==> src/rtl/apgr_pkg.sv <==
`timescale 1ns / 1ps
package apgr_pkg;

    localparam int PASS_W        = 16;
    localparam int IN_W          = 32;
    localparam int OUT_W         = 8;
    localparam int NUM_CH        = 3;
    localparam int THR_MAX_W     = 25;
    localparam int FRAC_BITS_DEF = 16;
    localparam int SUM_BITS_DEF  = 32;
    localparam logic [OUT_W-1:0] BYTE_MAX = 8'hFF;

    // Smallest q with q^5 * 255^11 >= k^11 * 2^(5*frac), i.e. ceil(2^frac * (k/255)^2.2).
    // Evaluated at elaboration only.
    function automatic logic [THR_MAX_W-1:0] gamma_thr(input int unsigned k,
                                                       input int unsigned frac);
        logic [255:0] rhs;
        logic [255:0] lo;
        logic [255:0] hi;
        logic [255:0] mid;
        logic [255:0] p;
        int unsigned  i;
        rhs = 256'(1);
        for (i = 0; i < 11; i++) rhs = rhs * 256'(k);
        rhs = rhs << (5 * frac);
        lo = '0;
        hi = 256'(1) << frac;
        while (lo < hi) begin
            mid = (lo + hi) >> 1;
            p = mid * mid * mid * mid * mid;
            for (i = 0; i < 11; i++) p = p * 256'(255);
            if (p >= rhs) begin
                hi = mid;
            end else begin
                lo = mid + 256'(1);
            end
        end
        return lo[THR_MAX_W-1:0];
    endfunction

endpackage

==> src/rtl/apgr_queue.sv <==
`timescale 1ns / 1ps
module apgr_queue import apgr_pkg::*; #(
    parameter int ENT_W = NUM_CH * (1 + PASS_W + FRAC_BITS_DEF)
) (
    input  logic             i_clk,
    input  logic             i_rst_n,
    input  logic             i_push_valid,
    output logic             o_push_ready,
    input  logic [ENT_W-1:0] i_push_data,
    output logic             o_pop_valid,
    input  logic             i_pop_ready,
    output logic [ENT_W-1:0] o_pop_data
);

    logic [ENT_W-1:0] r_mem [2];
    logic             r_wr;
    logic             r_rd;
    logic [1:0]       r_count;
    logic             w_push;
    logic             w_pop;

    assign o_push_ready = (r_count != 2'd2);
    assign o_pop_valid  = (r_count != 2'd0);
    assign o_pop_data   = r_mem[r_rd];
    assign w_push       = i_push_valid && o_push_ready;
    assign w_pop        = o_pop_valid && i_pop_ready;

    always_ff @(posedge i_clk) begin
        if (!i_rst_n) begin
            r_wr    <= 1'b0;
            r_rd    <= 1'b0;
            r_count <= 2'd0;
        end else begin
            if (w_push) r_wr <= !r_wr;
            if (w_pop)  r_rd <= !r_rd;
            r_count <= r_count + 2'(w_push) - 2'(w_pop);
        end
    end

    always_ff @(posedge i_clk) begin
        if (w_push) begin
            r_mem[r_wr] <= i_push_data;
        end
    end

    a_count_bound: assert property (@(posedge i_clk) disable iff (!i_rst_n)
        r_count != 2'd3)
        else $error("queue count out of range");
    a_ptr_match: assert property (@(posedge i_clk) disable iff (!i_rst_n)
        (r_count == 2'd0 || r_count == 2'd2) |-> (r_wr == r_rd))
        else $error("queue pointers disagree with count");

endmodule

==> config.mk <==
export PLATFORM = sky130hd
export DESIGN_NAME = apgr_queue
export DESIGN_NICKNAME = d
export VERILOG_FILES = /design/src/rtl/apgr_pkg.sv /design/src/rtl/apgr_queue.sv
export SDC_FILE = /design/constraint.sdc
export NUM_CORES = 1
export LEC_CHECK = 0
export ABC_AREA = 1
export BUFFER_PORTS_ARGS = -buffer_cell sky130_fd_sc_hd__buf_2
export CELL_PAD_IN_SITES_DETAIL_PLACEMENT = 0
export CELL_PAD_IN_SITES_GLOBAL_PLACEMENT = 1
export CORE_ASPECT_RATIO = 1.2
export CORE_MARGIN = 4
export CORE_UTILIZATION = 39
export DETAILED_ROUTE_END_ITERATION = 16
export GPL_TIMING_DRIVEN = 0
export HOLD_SLACK_MARGIN = 0.1
export PLACE_DENSITY_LB_ADDON = 0.1
export SLEW_MARGIN = 30
export SYNTH_ARGS = -nofsm -noshare
export SYNTH_HDL_FRONTEND = slang
export SYNTH_SLANG_ARGS = --single-unit
==> constraint.sdc <==
create_clock -name i_clk -period 5.6 [get_ports i_clk]
set_input_delay 0.28 -clock i_clk [delete_from_list [all_inputs] [get_ports i_clk]]
set_output_delay 0.28 -clock i_clk [all_outputs]
set_load 0.01 [all_outputs]
==> summary.md <==
| Metric | Value |
|---|---|
| Metal-1 WL | a little under 6000 um |
| N_diodes | 0 |
| Post-synth net total | 448 |
| IO Count | 204 |
| Finished Cell Area | around 11,000 um^2 |
| # nets final | 787 |
| Iteration-0 DRC Markers | 164 |
| Syn Std Cell Area | between 7000 and 8000 um^2 |
| GRT Overall Usage | about 14% |
| Synth top area share | ~80% |
| Clock Pin Slew Worst Setup and Hold Paths | approximately 0.050 ns |
| Initial antenna violation count | 0 |
| Vias per Instance | between 4 and 5 |
| Core area | 18,400 um^2 |
| CP startpoint kind | flop |
| Register area | 6050 um^2 |
| Chip width | approximately 130 um |
| F_max | 484 MHz |
| Drt total wl | 15,400 um |
| Placed cell areas | between 9000 and 10,000 um^2 |
| H-tree depth | 1 |
| Post-synth cell types | 13 |
| Clock Skew | about 0.013 ns |
| Leakage | 0.00410 uW |
| Post-DP HPWL | between 10,000 and 15,000 um |
| Routed WL per cell | 16.2 um |
| Share of cells above drive strength 1 | around 50% |
| Row count | 54 |
| MaxCap Viol Count | 0 |
| RSZ-0062 raised after global routing | false |
| Largest net degree at the start of global routing | 21 |
| EDFF count, synth | between 150 and 200 |
| DIE HEIGHT | between 150 and 200 um |
| Top Layer Used | met4 |
| Register bit count reported by yosys | 203 |
| Area contributors post-synth | edfxtp_1, mux2_2, mux2_4 |
| Antenna Nets Post-Route | 0 |
| Post-CTS Setup Bufs | 0 |
| Crit path time final | approximately 2.1 ns |
| First-pass GRT wire length | roughly 24,000 um |
| Hold WS | approximately 0.25 ns |
| Layout area overhead | 44.5% |
| CP Max Fanout | 10 |
| Fin crit share | ~37% |
| Clock Tree Root | clkbuf_16 |
| Drt pass-1 iters | 4 |
| Max Slew Vio Count | 0 |
| I/O Buffers | between 200 and 250 |
| DR vias | 4,248 |
| Total Die Area | ~21,000 um^2 |
| Gr ovfl total | 0 |
| Pwr Density | ~410 nW/um^2 |
| Worst EP arrival | 1.79 ns |
| Setup tns final | 0 ns |
| Hold Crit Class | in -> reg |
| Routed length on met2 | 8150 um |
| Util after Layout | 58.0% |
| Slew @ Worst Pin | about 0.5 ns |
| Seq/Total Area, Yosys | roughly 82% |
| Post-CTS Resized | 0 |
| Vias in the first global route | approximately 4,700 |
| Syn Area/Cell | around 22 um^2 |
| Sink Count | 203 |
| Worst-Skew Late Latency | 0.49 ns |
| Synth cell count leaders | edfxtp_1, mux2_2, nand2_1 |
| CTS max path bufs | 3 |
| Critical path class | reg -> out |
| Most frequent cell after synthesis | edfxtp_1 |
| RD Place Congestion | just under 0.7 |
| Final setup fails | 0 |
| Largest area contributor in the synthesized netlist | edfxtp_1 |
| Status | finished clean |
| Initial Util | about two fifths |
| Endpoint class of the critical path | output pin |
| WL met3 | just over 1000 um |
| # DRC | 0 |
| CTS tree | yes |
| Critical Path RT | roughly 5.3 ns |
| Async SR Flop Fraction | 0% |
| Area of the multi-input gates | 1270 um^2 |
| Post-Synthesis Cells | roughly 340 |
| Hold Violations, Final | 0 |
| Worst vdd ir | approximately 370 uV |
| Yosys warns | 0 |
| Main flop type after synthesis | edfxtp_1 |
| Fill cells | about 1,500 |
| CTS Buf Count | 22 |
| Slew margin rel. | 67.3% |
==> state kept, by name, indices dropped and copies added, names as in the netlist, named ones only <==
signal and flops:
r_count 2, r_rd 1, r_mem 198, r_wr 1
==> metal layers <==
layer	GRT usage (%)	up-vias
li1	-	2025
met1	16.1	2050
met2	25.8	137
met3	3.57	36
met4	4.77	0
met5	0	-
==> timing repair <==
action / in CTS / in global routing
setup endpoints to repair: 0 / 0
hold buffers: 100 / 0
hold endpoints to repair: 203 / 0
==> cell type report <==
| cell class | instances | area share [%] |
|---|---|---|
| buffer | 11 | 0.690 |
| multi-input combinational | 123 | 11.9 |
| sequential | 203 | 56.5 |
| timing repair buffer | 315 | 21.6 |
| inverter | 7 | 0.246 |
| clock buffer | 27 | 5.52 |
| clock inverter | 9 | 0.573 |
| tap | 252 | 2.95 |
==> cells in the final DEF, fill, tap and decap left out, types with 2 or more instances in the layout <==
| master | instances |
|---|---|
| buf_16 | 9 |
| buf_2 | 211 |
| buf_6 | 3 |
| buf_8 | 3 |
| clkbuf_1 | 4 |
| clkbuf_16 | 23 |
| clkinv_1 | 7 |
| dfxtp_1 | 5 |
| dlygate4sd3_1 | 100 |
| edfxtp_1 | 198 |
| inv_1 | 7 |
| mux2_2 | 89 |
| mux2_4 | 10 |
| nand2_1 | 11 |
| nor2_1 | 7 |
| nor2_4 | 2 |
==> cells by family after synthesis <==
kind of cell / after synthesis / synth area share, %
AO/OA/AOI/OAI: 1 / 0.0675
XOR/XNOR: 1 / 0.118
adder cells (fa/ha/maj): 1 / 0.169
buffers and inverters: 18 / 1.35
flip-flops: 203 / 81.6
multiplexers: 99 / 15.6
AND/OR/NAND/NOR: 21 / 1.08
==> through the flow <==
step | setup WS (ns) | power [uW] | cells
floorplan | 0.241 | 2650 | 344
global placement | -2.36 | 3060 | 799
detailed placement | 3.56 | 3120 | 811
CTS | 3.48 | 4510 | 947
global route | 3.43 | 4660 | 947
finish | 3.53 | 4420 | 947
==> power breakdown <==
part	switching, uW	total [uW]	internal (uW)
registers	48.8	1970	1920
clock network	521	1300	784
logic	570	1150	576
==> worst max-delay path, stage by stage (launching register included) <==
cell,delay [ns]
dfxtp_1,0.32
buf_6,0.15
buf_6,0.17
buf_6,0.19
mux2_4,0.31
buf_2,0.14
==> path summary, 6_finish.rpt <==
kind / startpoint / endpoint / slack (ns) / cells after the start
max: flop / o_pop_data[96] / 3.53 / 5
min: i_pop_ready / r_count[1] / 0.25 / 5
max reg2reg: r_count[0] / r_mem[0][84] / 3.58 / 7
min reg2reg: r_rd / flop / 0.51 / 2
(Power assumes the default switching activity.)
