$ cat config.mk
export PLATFORM = sky130hd
export DESIGN_NAME = apgr_front_flat
export DESIGN_NICKNAME = d
export VERILOG_FILES = /design/src/rtl/apgr_pkg.sv /design/src/rtl/apgr_ifs.sv /design/src/rtl/apgr_front.sv /design/src/flat_wrapper.sv
export SDC_FILE = /design/constraint.sdc
export NUM_CORES = 1
export LEC_CHECK = 0
export BUFFER_PORTS_ARGS = -buffer_cell sky130_fd_sc_hd__buf_2
export CORE_MARGIN = 4
export CORE_UTILIZATION = 29
export DETAILED_ROUTE_END_ITERATION = 12
export PLACE_DENSITY = 0.67
export SLEW_MARGIN = 0
export SYNTH_ARGS = -nofsm -noshare
export SYNTH_HDL_FRONTEND = slang
export SYNTH_SLANG_ARGS = --single-unit
$ cat constraint.sdc
create_clock -name i_clk -period 7.1 [get_ports i_clk]
set_clock_uncertainty 0.05 [all_clocks]
set_input_delay 0.355 -clock i_clk [delete_from_list [all_inputs] [get_ports i_clk]]
set_output_delay 0.355 -clock i_clk [all_outputs]
set_load 0.02 [all_outputs]
$ cat src/rtl/apgr_pkg.sv
`timescale 1ns / 1ps
package apgr_pkg;

    localparam int PASS_W        = 16;
    localparam int IN_W          = 32;
    localparam int OUT_W         = 8;
    localparam int NUM_CH        = 3;
    localparam int THR_MAX_W     = 25;
    localparam int FRAC_BITS_DEF = 16;
    localparam int SUM_BITS_DEF  = 32;
    localparam logic [OUT_W-1:0] BYTE_MAX = 8'hFF;

    // Smallest q with q^5 * 255^11 >= k^11 * 2^(5*frac), i.e. ceil(2^frac * (k/255)^2.2).
    // Evaluated at elaboration only.
    function automatic logic [THR_MAX_W-1:0] gamma_thr(input int unsigned k,
                                                       input int unsigned frac);
        logic [255:0] rhs;
        logic [255:0] lo;
        logic [255:0] hi;
        logic [255:0] mid;
        logic [255:0] p;
        int unsigned  i;
        rhs = 256'(1);
        for (i = 0; i < 11; i++) rhs = rhs * 256'(k);
        rhs = rhs << (5 * frac);
        lo = '0;
        hi = 256'(1) << frac;
        while (lo < hi) begin
            mid = (lo + hi) >> 1;
            p = mid * mid * mid * mid * mid;
            for (i = 0; i < 11; i++) p = p * 256'(255);
            if (p >= rhs) begin
                hi = mid;
            end else begin
                lo = mid + 256'(1);
            end
        end
        return lo[THR_MAX_W-1:0];
    endfunction

endpackage

$ cat src/rtl/apgr_ifs.sv
`timescale 1ns / 1ps
interface apgr_in_if import apgr_pkg::*; ();
    logic            valid;
    logic            ready;
    logic [IN_W-1:0] sum_red;
    logic [IN_W-1:0] sum_green;
    logic [IN_W-1:0] sum_blue;

    modport source (output valid, sum_red, sum_green, sum_blue, input ready);
    modport sink   (input valid, sum_red, sum_green, sum_blue, output ready);
endinterface


$ cat src/rtl/apgr_front.sv
`timescale 1ns / 1ps
module apgr_front import apgr_pkg::*; #(
    parameter int FRAC_BITS = FRAC_BITS_DEF,
    parameter int SUM_BITS  = SUM_BITS_DEF,
    parameter int ENT_W     = NUM_CH * (1 + PASS_W + FRAC_BITS_DEF)
) (
    input  logic              i_clk,
    input  logic              i_rst_n,
    input  logic [PASS_W-1:0] i_divisor,
    apgr_in_if.sink           i_pix,
    output logic              o_valid,
    input  logic              i_ready,
    output logic [ENT_W-1:0]  o_data
);

    localparam int EXT_W = (SUM_BITS > IN_W) ? SUM_BITS : IN_W;
    localparam int SX_W  = SUM_BITS + FRAC_BITS;
    localparam int CMP_W = SUM_BITS + PASS_W + FRAC_BITS;
    localparam int CH_W  = 1 + PASS_W + FRAC_BITS;

    logic                 r_valid;
    logic [ENT_W-1:0]     r_data;
    logic [ENT_W-1:0]     n_data;
    logic [IN_W-1:0]      w_sum [NUM_CH];

    assign w_sum[0] = i_pix.sum_red;
    assign w_sum[1] = i_pix.sum_green;
    assign w_sum[2] = i_pix.sum_blue;

    assign i_pix.ready = !r_valid || i_ready;
    assign o_valid     = r_valid;
    assign o_data      = r_data;

    // Classify: average of 1.0 or more saturates; split every sum for the divider.
    always_comb begin
        logic [EXT_W-1:0]    ext;
        logic [SUM_BITS-1:0] s;
        logic [SX_W-1:0]     sx;
        logic                bright;
        n_data = '0;
        for (int c = 0; c < NUM_CH; c++) begin
            ext    = EXT_W'(w_sum[c]);
            s      = ext[SUM_BITS-1:0];
            sx     = SX_W'(s);
            bright = CMP_W'(s) >= (CMP_W'(i_divisor) << FRAC_BITS);
            n_data[c*CH_W +: CH_W] = {bright, PASS_W'(sx >> FRAC_BITS), sx[FRAC_BITS-1:0]};
        end
    end

    always_ff @(posedge i_clk) begin
        if (!i_rst_n) begin
            r_valid <= 1'b0;
        end else if (i_pix.valid && i_pix.ready) begin
            r_valid <= 1'b1;
        end else if (i_ready) begin
            r_valid <= 1'b0;
        end
    end

    always_ff @(posedge i_clk) begin
        if (i_pix.valid && i_pix.ready) begin
            r_data <= n_data;
        end
    end

endmodule

$ cat src/flat_wrapper.sv
// flat-port wrapper written by rule: the top's interface ports become plain ports
module apgr_front_flat import apgr_pkg::*;
#(
    parameter int FRAC_BITS = FRAC_BITS_DEF,
    parameter int SUM_BITS  = SUM_BITS_DEF,
    parameter int ENT_W     = NUM_CH * (1 + PASS_W + FRAC_BITS_DEF)
)
  (i_clk, i_rst_n, i_divisor, o_valid, i_ready, o_data, i_pix_valid, i_pix_sum_red, i_pix_sum_green, i_pix_sum_blue, i_pix_ready);
  apgr_in_if i_pix_i ();
  input  logic i_clk;
  input  logic i_rst_n;
  input  logic [PASS_W-1:0] i_divisor;
  output logic o_valid;
  input  logic i_ready;
  output logic [ENT_W-1:0] o_data;
  input wire logic [$bits(i_pix_i.valid)-1:0] i_pix_valid;
  input wire logic [$bits(i_pix_i.sum_red)-1:0] i_pix_sum_red;
  input wire logic [$bits(i_pix_i.sum_green)-1:0] i_pix_sum_green;
  input wire logic [$bits(i_pix_i.sum_blue)-1:0] i_pix_sum_blue;
  output wire logic [$bits(i_pix_i.ready)-1:0] i_pix_ready;
  assign i_pix_i.valid = i_pix_valid;
  assign i_pix_i.sum_red = i_pix_sum_red;
  assign i_pix_i.sum_green = i_pix_sum_green;
  assign i_pix_i.sum_blue = i_pix_sum_blue;
  assign i_pix_ready = i_pix_i.ready;
  apgr_front #(.FRAC_BITS(FRAC_BITS), .SUM_BITS(SUM_BITS), .ENT_W(ENT_W)) u_core (.i_clk(i_clk), .i_rst_n(i_rst_n), .i_divisor(i_divisor), .i_pix(i_pix_i), .o_valid(o_valid), .i_ready(i_ready), .o_data(o_data));
endmodule
==> flow_summary.ini, run 1 <==
[min_path]
min_path_type = in -> reg
holdPathEnd = u_core.o_data[7]$_DFFE_PP_
worst_hold_startpoint = i_pix_sum_red[7]
whs_path_depth = 1

[sta]
final_hold_viol_count = 0
setup_viol = 0
fmax_mhz = 482
hold_slack_ns = 0.154
fin_crit_sh = 0.292
rsz0062_at_grt = false
totalNegativeSetupSlack_ns = 0
fin_crit_ns = 2.08
worst_pin_slew_ns = 0.815
relSlewSlack = 0.457
timing.final.max_slew_violations = 0

[synth]
synth_area_per_cell_um2 = 16.0
synth.distinct_cells = 21
synth_nets = 427
yosys_warnings = 0
syn-instance-count = 263
synth-seq-area-share = 0.709
synth_area_um2 = 4220
postSynthRegisterBits = 100

[clock_tree]
clock-sinks = 100
post_cts_resized = 0
cts_tree = yes
postCtsHoldBufs = 0
clkLatencyLatePin_ns = 0.34
post_cts_buffers = 0
cts-root-to-sink-buffers = 2
cts_inserted_buffers = 9
htree_num_levels = 3
cts-root-buf = sky130_fd_sc_hd__clkbuf_16
clk_pin_slew_ns = 0.06

[setup_path]
setup.worst_path.start = u_core.o_valid$_SDFFE_PN0P_
worstPathRequired_ns = 7.01
worst_ep_arrival_time_ns = 1.99
reg2regPathDepth = 3
setup.reg_to_reg.worst_slack_ns = 5.02
end_kind = flip-flop
critical_path.reg2reg.startpoint = u_core.o_valid$_SDFFE_PN0P_
path_max_fanout = 64
cp-start-kind = flip-flop
worst-setup-path-type = reg -> reg
reg2reg_to = u_core.o_data[34]$_DFFE_PP_

[route]
detailroute.via_count = 3034
postRouteAntennaNets = 0
wire_per_inst_um = 17.0
remaining_drc_errors = 0
drtPass1Iterations = 4
drtIter0Drc = 58
vias_per_cell = 4.49
postRouteWirelength_mm = 11.5

[floorplan]
die_w_um = 129
std_cell_rows = 43
floorplan.die.height_um = 129
starting_density_of_the_core = 0.301
core-area_um2 = 14000
pin_count = 217
die_area_um2 = 16500

[final_layout]
layout.nets = 655
layout_cell_share_with_drive_strength_beyond_1 = 0.470
synthToLayoutAreaGrowth_pct = 37.2

[power]
p_leak_nw = 2.57
combPwrFrac = 0.149
switching_share = 0.245
cellPowerDensity_nw_per_um2 = 227
seq_power_share = 0.532
maximum_vdd_drop_mv = 0.0947
power.share.clock = 0.318
internal-power_mw = 0.993
switchingPower_mw = 0.322

[grt]
grt_first_pass_wirelength_mm = 17.2
grt-ovfl-total = 0
vias_in_the_first_global_route = 3246
largest_net_degree_at_the_start_of_global_routing = 65
grtUsageTotal = 0.138
antenna_found_initial = 1

[job]
cap_viol_max_count = 0

[placement]
place_hpwl_mm = 9.84
portBuffers = 216
final_weighted_congestion_in_routability_driven_placement = 0.781

[outcome]
run_status = finished clean
==> flip-flops by register name, summed over array words and instances (netlist names) <==
name            cells
u_core.o_data      99
u_core.o_valid      1
==> worst max path at each step <==
stage	slack, ns	to	cells past startpoint
finish	5.02	u_core.o_data[34]$_DFFE_PP_	3
CTS	4.99	u_core.o_data[41]$_DFFE_PP_	3
floorplan	3.63	u_core.o_data[0]$_DFFE_PP_	2
detailed placement	4.84	u_core.o_data[37]$_DFFE_PP_	4
global placement	4.90	u_core.o_data[12]$_DFFE_PP_	4
global route	4.89	u_core.o_data[66]$_DFFE_PP_	3
==> per-stage QoR <==
stage	area, um2	cells	utilization	power (mW)	setup slack (ns)
2_1_floorplan	4220	263	-	0.817	3.63
3_3_place_gp	5540	660	0.394	0.907	4.90
3_5_place_dp	5540	660	0.394	0.913	4.84
4_1_cts	5780	674	0.412	1.34	4.99
5_1_grt	5780	674	0.412	1.38	4.89
6_report	5790	676	0.412	1.31	5.02
==> routing by layer <==
layer	share of wire	GRT usage	vias up	routed length (um)
met5	0.0010	0	-	12
met4	0.024	0.0599	2	272
met3	0.099	0.0519	19	1140
li1	-	-	1489	-
met1	0.40	0.158	1382	4590
met2	0.48	0.233	142	5500
==> power by group through the flow <==
stage          logic, mW  clock network (mW)  registers, mW
3_3_place_gp       0.195                   0          0.711
4_1_cts            0.201               0.440          0.700
6_report           0.196               0.419          0.699
3_5_place_dp       0.200                   0          0.713
2_1_floorplan     0.0560                   0          0.761
5_1_grt            0.219               0.462          0.702
==> cells in the final DEF (no fill, tap or decap), types with 3 or more instances in the layout <==
master / instances
sky130_fd_sc_hd__o21ai_0: 12
sky130_fd_sc_hd__clkinv_1: 3
sky130_fd_sc_hd__nor3_1: 5
sky130_fd_sc_hd__clkbuf_16: 9
sky130_fd_sc_hd__nand2_1: 14
sky130_fd_sc_hd__a21oi_1: 21
sky130_fd_sc_hd__a41oi_1: 3
sky130_fd_sc_hd__buf_2: 216
sky130_fd_sc_hd__nand2b_1: 4
sky130_fd_sc_hd__inv_1: 19
sky130_fd_sc_hd__nand4_1: 10
sky130_fd_sc_hd__o21bai_1: 3
sky130_fd_sc_hd__edfxtp_1: 99
sky130_fd_sc_hd__nor2b_1: 6
sky130_fd_sc_hd__ha_1: 48
sky130_fd_sc_hd__nor4_1: 9
==> cell families (layout without fill, tap and decap cells) <==
kind of cell,count (synthesis),in the layout,share of synthesized area
and+or+nand+nor,56,56,0.0792
other,0,2,0
adders and majority gates,48,48,0.142
buffers and inverters,19,250,0.0169
DFF,100,100,0.709
AOI/OAI and AO/OA,40,40,0.0525
==> cell usage after synthesis (all sizes together) <==
cell,number,share of area
a21boi,1,0.0018
a21oi,21,0.025
a41oi,3,0.0062
and2,1,0.0015
and3,2,0.0030
dfxtp,1,0.0047
edfxtp,99,0.70
ha,48,0.14
inv,19,0.017
nand2,14,0.012
nand2b,4,0.0059
nand4,10,0.015
nor2,1,0.00089
nor2b,6,0.0089
nor3,7,0.011
nor4,10,0.018
o21ai,12,0.014
o21bai,3,0.0053
or4,1,0.0027
==> worst max-delay path, stage by stage (launching register included) <==
cell                       delay, ns
sky130_fd_sc_hd__dfxtp_1        0.31
sky130_fd_sc_hd__nand2b_1       0.10
sky130_fd_sc_hd__and2_4         0.45
sky130_fd_sc_hd__buf_4          0.73
==> final cells by class <==
type,count,area (um2)
clock buffers,10,229
inverters,19,71.3
diodes,2,5.00
well taps,180,225
flip-flops and latches,100,2990
repair buffers,217,1090
fillers,1355,8250
clock inverters,4,18.8
multi-input cells,144,1160
No activity file was read; power rests on OpenSTA's default activity.
==> inputs of run 2 (changes only) <==
--- a/config.mk
+++ b/config.mk
@@ -5,6 +5,7 @@
 export SDC_FILE = /design/constraint.sdc
 export NUM_CORES = 1
 export LEC_CHECK = 0
+export ABC_AREA = 1
 export BUFFER_PORTS_ARGS = -buffer_cell sky130_fd_sc_hd__buf_2
 export CORE_MARGIN = 4
 export CORE_UTILIZATION = 29
==> constraint.sdc (replaced) <==
create_clock -name i_clk -period 2.2 [get_ports i_clk]
set_clock_uncertainty 0.05 [all_clocks]
set_input_delay 0.11 -clock i_clk [delete_from_list [all_inputs] [get_ports i_clk]]
set_output_delay 0.11 -clock i_clk [all_outputs]
set_load 0.02 [all_outputs]
==> run 2 against run 1 <==
Against the previous run: wire length rose by 15%; critical path type is now in -> reg; die area rose by 5.9%; sequential power rose to 3.2 times the previous value; clock power rose to 4.0 times the previous value; critical endpoint is now u_core.o_data[98]$_DFFE_PP_.
==> flow_summary.ini, run 2 <==
[grt]
grtUsageTotal = 0.152
largest_net_degree_at_the_start_of_global_routing = 39
antenna_found_initial = 0
grt_first_pass_wirelength_mm = 20.9
grt-ovfl-total = 0
vias_in_the_first_global_route = 4145

[synth]
yosys-top-cells-count = sky130_fd_sc_hd__edfxtp_1 (99), sky130_fd_sc_hd__nand2_1 (74), sky130_fd_sc_hd__inv_1 (63), sky130_fd_sc_hd__ha_1 (48), sky130_fd_sc_hd__nor2_1 (37)
ranking_of_synthesized_cells_by_area = sky130_fd_sc_hd__edfxtp_1 (66%), sky130_fd_sc_hd__ha_1 (13%), sky130_fd_sc_hd__nand2_1 (6.2%)
synth_async_sr_flop_share = 0
synth_top_area_share = 0.663
yosys_warnings = 0
synth-seq-area-share = 0.667
synth_largest_area_cell = sky130_fd_sc_hd__edfxtp_1
synth_nets = 529
ys_dominant_reg_cell = sky130_fd_sc_hd__edfxtp_1
edff_count_synth = 99
postSynthRegisterBits = 100
synth.distinct_cells = 13
syn-instance-count = 365
synth_area_per_cell_um2 = 12.3
synth_area_um2 = 4490
synth.most_common_cell = sky130_fd_sc_hd__edfxtp_1

[placement]
preCtsSetupSlack_ns = 0.682
final_weighted_congestion_in_routability_driven_placement = 0.773
portBuffers = 216
place_hpwl_mm = 9.76

[sta]
setup_viol = 0
relSlewSlack = 0.675
hold_slack_ns = 0.0260
final_hold_viol_count = 0
timing.final.max_slew_violations = 0
fin_crit_sh = 0.730
fin_crit_ns = 1.61
final_critical_path_setup_slack_ns = 0.595
worst_pin_slew_ns = 0.487
rsz0062_at_grt = false
fmax_mhz = 623

[clock_tree]
cts-root-buf = sky130_fd_sc_hd__clkbuf_16
clock-sinks = 100
post_cts_buffers = 0
clkLatencyLatePin_ns = 0.34
htree_num_levels = 3
clk_pin_slew_ns = 0.07
cts_tree = yes
postCtsHoldBufs = 97
cts-root-to-sink-buffers = 2
cts_inserted_buffers = 9
post_cts_resized = 0

[setup_path]
worst-setup-path-type = in -> reg
end_kind = flip-flop
worst_ep_arrival_time_ns = 1.64
cp-start-kind = input pin
path_max_fanout = 2
worstPathRequired_ns = 2.24

[route]
postRouteAntennaNets = 0
vias_per_cell = 4.24
drtPass1Iterations = 6
remaining_drc_errors = 0
drtIter0Drc = 139
postRouteWirelength_mm = 13.2
wire_per_inst_um = 14.9
detailroute.via_count = 3764

[final_layout]
multiInputGateArea_um2 = 1270
layout.nets = 858
number_of_flip_flops_in_the_largest_register = 99
mostFrequentLayoutCells = sky130_fd_sc_hd__buf_2 (216), sky130_fd_sc_hd__edfxtp_1 (99), sky130_fd_sc_hd__dlygate4sd3_1 (97)
register_area_um2 = 3000
layout_commonest_cell = sky130_fd_sc_hd__buf_2
layout_cell_share_with_drive_strength_beyond_1 = 0.340
fillers = 1360
synthToLayoutAreaGrowth_pct = 59.6
final_antenna_diode_count = 0

[floorplan]
core-area_um2 = 15200
std_cell_rows = 45
die_w_um = 132
pin_count = 217
floorplan.die.height_um = 132
starting_density_of_the_core = 0.295
die_area_um2 = 17500

[power]
power_mw = 4.75
p_leak_nw = 3.45
maximum_vdd_drop_mv = 0.429
cellPowerDensity_nw_per_um2 = 664

[min_path]
min_path_type = in -> reg

[outcome]
run_status = finished clean

[job]
cap_viol_max_count = 0
## run 2: cell types whose count changed after synthesis, sizes merged, moves of 2 or more
cell    previous run  this run
nor2b              6         0
nand4             10         3
nand2b             4         0
nand2             14        74
nor2               1        40
nor3               7         0
o21ai             12         0
a41oi              3         0
a21o               0         3
inv               19        63
and3               2         0
nand3              0        14
nor4              10         0
a21oi             21        16
## run 2: cell type report
| class | count | share of cell area |
|---|---|---|
| multi-input combinational | 202 | 0.177 |
| clock buffer | 10 | 0.0320 |
| timing repair buffer | 318 | 0.295 |
| tap | 188 | 0.0329 |
| clock inverter | 6 | 0.0110 |
| sequential | 100 | 0.419 |
| inverter | 63 | 0.0330 |
## run 2: critical path, stage by stage
cell                            delay [ns]
sky130_fd_sc_hd__dlygate4sd3_1        0.54
sky130_fd_sc_hd__buf_2                0.14
sky130_fd_sc_hd__ha_1                 0.30
sky130_fd_sc_hd__nand2_1              0.09
sky130_fd_sc_hd__o21bai_1             0.11
sky130_fd_sc_hd__nand2_1              0.07
sky130_fd_sc_hd__a21oi_1              0.18
sky130_fd_sc_hd__nand3_1              0.11
## run 2: worst paths after layout
check | from | endpoint | slack, ns | cells after the start
setup / recovery | i_pix_sum_blue[31] | u_core.o_data[98]$_DFFE_PP_ | 0.59 | 8
setup reg to reg | u_core.o_valid$_SDFFE_PN0P_ | u_core.o_data[30]$_DFFE_PP_ | 0.72 | 2
hold / removal | i_pix_valid | u_core.o_valid$_SDFFE_PN0P_ | 0.03 | 3
hold reg to reg | u_core.o_valid$_SDFFE_PN0P_ | u_core.o_valid$_SDFFE_PN0P_ | 0.49 | 2
## run 2: logic make-up after synthesis
kind of cell	count (synthesis)	synth area share
AO/OA/AOI/OAI	23	0.0296
adder cells (fa/ha/maj)	48	0.134
buffers and inverters	63	0.0527
flip-flops	100	0.667
AND/OR/NAND/NOR	131	0.117
## run 2: power by group
group / leakage, nW / internal (mW) / total (mW) / switching [mW]
logic: 2.34 / 0.370 / 0.835 / 0.465
clock network: 0.145 / 0.986 / 1.66 / 0.675
registers: 0.967 / 2.23 / 2.26 / 0.0281
## run 2: stage by stage
stage                     setup TNS, ns  cells  area [um2]   util
after CTS                             0    887        7160  0.471
final                                 0    887        7160  0.471
after global routing                  0    887        7160  0.471
after detailed placement              0    774        5880  0.387
after global placement                0    774        5880  0.387
after floorplan                  -32.07    365        4500      -
## run 2: routing by layer
metal	wire length (um)	vias to the layer above	track usage
li1	-	1898	-
met1	5340	1706	0.169
met2	6820	146	0.278
met3	841	14	0.0401
met4	211	0	0.0554
met5	0	-	0
